**src/hdl/ucabc_pkg.sv**
```systemverilog
`timescale 1ns / 1ps
package ucabc_pkg;

   localparam int FRAC_BITS_DEF = 16;
   localparam int IN_W          = 32;
   localparam int CFG_W         = 24;
   localparam int CSR_IDX_W     = 2;
   localparam int CSR_DATA_W    = 32;
   localparam int PHASE_W       = 32;
   localparam int ANGLE_W       = 64;

   localparam logic [CSR_IDX_W-1:0] CSR_EPSILON_GAIN = 2'd0;
   localparam logic [CSR_IDX_W-1:0] CSR_OMEGA_RATE   = 2'd1;

   // floor(2^64 / (2*pi)), split into 32-bit halves for the partial products
   localparam logic [31:0] INV_TWO_PI_HI = 32'h28BE60DB;
   localparam logic [31:0] INV_TWO_PI_LO = 32'h9391054A;

   localparam logic [PHASE_W-1:0] QUARTER_TURN = 32'h40000000;
   localparam logic [30:0]        ONE_Q30      = 31'h40000000;

   // pipeline depths of the phase reduction and sine units
   localparam int PHASE_LAT    = 4;
   localparam int HORNER_CELLS = 5;
   localparam int SIN_LAT      = HORNER_CELLS + 3;

   // Horner accumulator width
   localparam int SIN_PW = 34;

   // odd polynomial for sin(pi/2 * x) in Q30, highest order first
   localparam logic signed [SIN_PW-1:0] SIN_COEF [0:HORNER_CELLS] = '{
      -34'sd3864,
      34'sd172272,
      -34'sd5026995,
      34'sd85569306,
      -34'sd693598668,
      34'sd1686629713
   };

   // what travels down the Horner chain beside the accumulator
   typedef struct packed {
      logic [30:0] x;
      logic [30:0] x2;
      logic [1:0]  quad;
   } sin_tap_type;

endpackage

```
**src/hdl/ucabc_phase.sv**
```systemverilog
`timescale 1ns / 1ps
module ucabc_phase
   import ucabc_pkg::*;
#(
   parameter int SHIFT = 64
) (
   input  logic                      clock,
   input  logic signed [ANGLE_W-1:0] value_in,
   output logic [PHASE_W-1:0]        phase_out
);

   logic [ANGLE_W-1:0] mag_in;
   logic [ANGLE_W-1:0] mag_ff;
   logic [2:0]         neg_ff;
   logic [63:0]        ll_ff, lh_ff, hl_ff, hh_ff;
   logic [63:0]        ll_d_ff, hh_d_ff;
   logic [64:0]        mid_ff;
   logic [127:0]       full_in;
   logic [PHASE_W-1:0] sel_in;
   logic [PHASE_W-1:0] phase_ff;

   assign mag_in = value_in[ANGLE_W-1] ? (~value_in + 64'd1) : value_in;

   // |v| * K over four 32x32 partial products; outer terms wait for the middle sum
   assign full_in = {hh_d_ff, 64'd0} + {31'd0, mid_ff, 32'd0} + {64'd0, ll_d_ff};
   assign sel_in  = full_in[SHIFT+PHASE_W-1:SHIFT];

   always_ff @(posedge clock) begin
      neg_ff   <= {neg_ff[1:0], value_in[ANGLE_W-1]};
      mag_ff   <= mag_in;
      ll_ff    <= mag_ff[31:0]  * INV_TWO_PI_LO;
      lh_ff    <= mag_ff[31:0]  * INV_TWO_PI_HI;
      hl_ff    <= mag_ff[63:32] * INV_TWO_PI_LO;
      hh_ff    <= mag_ff[63:32] * INV_TWO_PI_HI;
      mid_ff   <= {1'b0, lh_ff} + {1'b0, hl_ff};
      ll_d_ff  <= ll_ff;
      hh_d_ff  <= hh_ff;
      phase_ff <= neg_ff[2] ? (~sel_in + 32'd1) : sel_in;
   end

   assign phase_out = phase_ff;

endmodule

```
**config.mk**
```make
export PLATFORM = sky130hd
export DESIGN_NAME = ucabc_phase
export DESIGN_NICKNAME = d
export VERILOG_FILES = /design/src/hdl/ucabc_pkg.sv /design/src/hdl/ucabc_phase.sv
export SDC_FILE = /design/constraint.sdc
export NUM_CORES = 2
export LEC_CHECK = 0
export ABC_AREA = 1
export BUFFER_PORTS_ARGS = -buffer_cell sky130_fd_sc_hd__buf_4
export CORE_MARGIN = 2
export CORE_UTILIZATION = 55
export DETAILED_ROUTE_END_ITERATION = 12
export PLACE_DENSITY = 0.71
export SLEW_MARGIN = 10
export SYNTH_ARGS = -nofsm -noshare
export SYNTH_HDL_FRONTEND = slang
export SYNTH_SLANG_ARGS = --single-unit
```
**constraint.sdc**
```tcl
create_clock -name clock -period 15.9 [get_ports clock]
set_clock_uncertainty 0.2 [all_clocks]
set_input_delay 3.975 -clock clock [delete_from_list [all_inputs] [get_ports clock]]
set_output_delay 3.975 -clock clock [all_outputs]
set_load 0.1 [all_outputs]
```
Yosys cells after proc, flatten, opt, wreduce, memory -nomap -nowiden
Cells that the tools add are included.
W data, S select, Z words.
{"block": "totals", "regBits": 478, "out_inout_bits": 32, "in_bits": 65, "word_cells": 24}
{"block": "op_classes", "n_mux": 2, "mul": 4, "add_sub_neg": 5, "bitwise_logic": 2}
{"cell": "$mul A32 B31 Y63 const B", "count": 2}
{"cell": "$add A96 B64 Y96", "count": 1}
{"cell": "$add A96 B96 Y96", "count": 1}
{"cell": "$add A62 B64 Y64", "count": 1}
{"cell": "$add A64 B1 Y64 const B", "count": 1}
{"cell": "$not A64 Y64", "count": 1}
{"cell": "$mux W63", "count": 1}
{"cell": "$mul A32 B30 Y62 const B", "count": 1}
{"cell": "$add A32 B1 Y32 const B", "count": 1}
{"cell": "$mul A32 B30 Y32 const B", "count": 1}
{"cell": "$mux W32", "count": 1}
{"cell": "$not A32 Y32", "count": 1}

Logic depth before layout (Yosys ltp)
{"block": "depth", "word_depth": 5, "depth_mapped": 29, "ltp_nobuf": 29}

Worst setup path before layout
No wires, ideal clock.
{"block": "synth_timing", "path_type": "reg2reg", "start": "reg mag_ff[9]", "end": "reg ll_ff[61]", "slack_ps": 9280, "setup_time_ps": 127, "t_required_ps": 15573, "stages_incl_launch_ff": 24, "n_path_buf": 0, "arrival_time_ps": 6293, "synth_period_minus_slack_ps": 6620, "cell_sequence": "dfxtp_1 fa_1 ha_1 fa_1 inv_1 fa_1 inv_1 fa_1 inv_1 fa_1 inv_1 fa_1 fa_1 ha_1 a21o_1 a31oi_1 inv_1 a21oi_1 o21ai_0 a21oi_1 nand2_1 a21oi_1 o21ai_0 xor2_1"}
{"block": "synth_via", "elab_chain_len": 1}
{"element": "from (decl)", "line_no": "ucabc_phase.sv:13", "source": "logic [ANGLE_W-1:0] mag_ff;"}
{"element": "from (signal assigned)", "line_no": "ucabc_phase.sv:30", "source": "mag_ff <= mag_in;"}
{"element": "$mul A32 B31 Y63", "line_no": "ucabc_phase.sv:31", "source": "ll_ff <= mag_ff[31:0] * INV_TWO_PI_LO;"}
{"element": "to (signal assigned)", "line_no": "ucabc_phase.sv:31"}
{"element": "to (decl)", "line_no": "ucabc_phase.sv:15", "source": "logic [63:0] ll_ff, lh_ff, hl_ff, hh_ff;"}
Every way passes these cells.
A chain may end at the register's enable or synchronous reset.

Worst setup path after layout
{"block": "layout_timing", "start": "reg mag_ff[10]", "end": "reg lh_ff[60]"}
{"block": "layout_via", "elab_chain_len": 1}
{"element": "$mul A32 B30 Y62", "line_no": "ucabc_phase.sv:32", "source": "lh_ff <= mag_ff[31:0] * INV_TWO_PI_HI;"}
{"element": "to (signal assigned)", "line_no": "ucabc_phase.sv:32"}
{"element": "to (decl)", "line_no": "ucabc_phase.sv:15"}
Every way passes these cells.

==> summary.txt <==
Timing
  • Slew of the pin with the lowest slew margin: between 1 and 1.5 ns
  • Final Setup Violations: 0
  • Sum Neg Setup Slack: 0 ns
  • RSZ-0062 raised after global routing: false
  • F_max: 127 MHz
  • Max Slew Vio Count: 0
  • Tcrit/Tclk final: between 40% and 50%
  • Slew HR: about a fifth
  • Setup WS post-layout: 8.03 ns
  • Crit path time final: 7.87 ns
  • Final Hold Fails: 0

Die
  • Starting Density: approximately 55%
  • Die X: roughly 370 um
  • Die ar.: about 140000 um2
  • Core area: between 100000 and 150000 um2
  • Die height: approximately 370 um
  • Num rows: between 100 and 150
  • # IOs: 97

Logic synthesis
  • Syn_nets: between 10000 and 15000
  • Synth Flop Type: dfxtp_1
  • Post-synth EDFFs: 0
  • Syn_area_per_cell: about 8.6 um2
  • Post-synthesis sequential area ratio: 11.4%
  • Syn. warnings: 0
  • FF+latch count, synth: between 400 and 500
  • Synth Instances: about 8500
  • Cell area after synthesis: about 73000 um2
  • Count of cell types in the netlist: 60
  • Post-synth ARST share: 0%

Place
  • IO Port Bufs: between 90 and 100
  • Placed cells: slightly above 10000
  • Post-DP HPWL: between 200 and 250 mm
  • GP Congestion: 1.02
  • Setup WS pre-CTS: 8.20 ns

GRT
  • Initial antenna violation count: 10
  • Global-route wire length before repair: between 300 and 400 mm
  • GR Util All Layers: a little over a third
  • Largest net degree at the start of global routing: 40
  • Vias in the first global route: 58996
  • Total grt overflow: 0

Clock tree
  • Root Driver: clkbuf_16
  • Clk sinks: 415
  • Hold-fix buffer count after cts: 0
  • H-tree levels: 2
  • CTS tree: done
  • Clock Tree Buf Depth: 3
  • Post-CTS setup buffer count: 0
  • Skew-Pair Late Insertion Delay: between 0.6 and 0.7 ns
  • Clock-pin slew on the worst setup and hold paths: approximately 0.07 ns
  • # resized after CTS: 0
  • CTS buffer count: between 50 and 60

Routing
  • Routed WL: between 200 and 250 mm
  • Wire per inst: about 22 um
  • Via density: 5.43
  • Residual DRC count: 0
  • Pre-Repair DR Iteration Count: 7
  • Final ANT Viol Nets: 0
  • Vias: 56775
  • Initial drt markers: between 4000 and 5000

Critical path
  • Critical path launch point type: flop
  • Critical Path Start: mag_ff[10]
  • Reg2reg start: mag_ff[10]
  • R2R Setup Slk: 8.03 ns
  • CP endpoint kind: flop
  • Worst Path Max Fanout: 13
  • CP required: 16.26 ns
  • WS Path Type: reg2reg
  • Crit path DAT: roughly 8 ns

Job
  • Max-cap check violation count: 0

Finish
  • # fillers: 11945
  • Area Overhead vs Synth: 6.91%
  • Non-Filler Instances: around 10000
  • Share of layout cells above drive strength 1: about 4.5%
  • Final nets: 11231

Min path
  • Hold WC Path Type: reg2reg
  • Hold Crit Start: hh_ff[7]

Outcome
  • Status: finished clean
## logic make-up after synthesis
kind of cell	share of synthesized area (%)
flops	11.4
compound gates	7.04
buf+inv	11.3
fa+ha+maj	53.9
simple gates	12.3
xor+xnor	4.02
## flip-flops by register name, indices dropped and copies added (netlist names)
name       flops
ll_d_ff       32
hl_ff         62
mag_ff        64
neg_ff         3
phase_out     32
lh_ff         62
hh_ff         32
hh_d_ff       32
ll_ff         32
mid_ff        64
## Yosys cell counts, types with 11 or more instances
master	count	area share [%]
inv_1	2160	11
a21o_1	36	0.37
o211ai_1	13	0.13
xor2_1	204	2.4
nand3_1	164	1.1
fa_1	1066	29
ha_1	1436	25
o21a_1	22	0.23
nand4_1	45	0.39
o21ai_0	225	1.5
nor2_2	40	0.34
inv_2	23	0.12
o21bai_1	26	0.27
nand2_1	1198	6.2
nor3_1	52	0.36
nor2_1	506	2.6
xnor2_1	129	1.5
nand2_2	42	0.36
nor4_1	24	0.21
a31oi_1	79	0.68
a21boi_0	12	0.12
dfxtp_1	415	11
a221oi_1	11	0.13
o21ai_1	18	0.12
nor2_4	20	0.31
a21oi_1	417	2.9
## per-layer routing
layer  vias to the layer above  track usage, %  wire (um)
met4                         6            9.13       6970
met2                      2047            52.9      98400
met5                         -               0         41
met1                     27632            50.4     107000
met3                       307            6.57      19100
li1                      26783               -          -
## cell type report
cell class / instances / area (um2) / share of cell area [%]
repair buffers: 137 / 1030 / 1.32
diodes: 1 / 2.50 / 0.00321
flip-flops and latches: 415 / 8310 / 10.7
well taps: 1755 / 2200 / 2.82
inverters: 2186 / 8210 / 10.5
clock inverters: 30 / 434 / 0.557
clock buffers: 64 / 1440 / 1.84
multi-input cells: 5873 / 56400 / 72.3
## cells in the final DEF (no fill, tap or decap), types with 6 or more instances in the layout
| master | n |
|---|---|
| a21boi_0 | 12 |
| a21o_1 | 36 |
| a21oi_1 | 417 |
| a221oi_1 | 11 |
| a31oi_1 | 79 |
| buf_4 | 137 |
| bufinv_16 | 8 |
| clkbuf_16 | 52 |
| clkbuf_8 | 9 |
| dfxtp_1 | 415 |
| fa_1 | 1066 |
| ha_1 | 1436 |
| inv_1 | 2160 |
| inv_2 | 23 |
| nand2_1 | 1198 |
| nand2_2 | 42 |
| nand3_1 | 164 |
| nand3_2 | 6 |
| nand4_1 | 45 |
| nor2_1 | 506 |
| nor2_2 | 40 |
| nor2_4 | 20 |
| nor3_1 | 52 |
| nor4_1 | 24 |
| o211ai_1 | 13 |
| o21a_1 | 22 |
| o21ai_0 | 225 |
| o21ai_1 | 18 |
| o21bai_1 | 26 |
| o221ai_1 | 7 |
| o31ai_1 | 7 |
| or2_2 | 6 |
| xnor2_1 | 129 |
| xor2_1 | 204 |
## final timing paths
check             depth (start not counted)         end
setup / recovery                         21   lh_ff[60]
hold / removal                            0  hh_d_ff[7]
setup reg to reg                         21   lh_ff[60]
hold reg to reg                           0  hh_d_ff[7]
## through the flow
stage	cell area [um2]	hold WS, ns	util, %
3_3_place_gp	76100	0.111	57.8
5_1_grt	78000	0.122	59.2
2_1_floorplan	72900	0.110	-
4_1_cts	78000	0.123	59.2
6_report	78000	0.120	59.2
3_5_place_dp	76100	0.112	57.8
## critical path: stages, from the launching register on
cell and delay (ns):
dfxtp_1 0.93, fa_1 0.60, fa_1 0.50, inv_1 0.06, fa_1 0.54, inv_1 0.07
fa_1 0.58, fa_1 0.44, fa_1 0.48, fa_1 0.54, inv_1 0.07, fa_1 0.51
inv_1 0.04, ha_1 0.34, a21oi_1 0.17, inv_1 0.07, a31oi_1 0.34, o21ai_0 0.23
a31oi_1 0.33, o211ai_1 0.33, a31oi_1 0.25, xor2_1 0.17
Power is left out: the tool's default activity adds up to more than one toggle a clock period on the data nets, which glitch-free logic cannot reach.
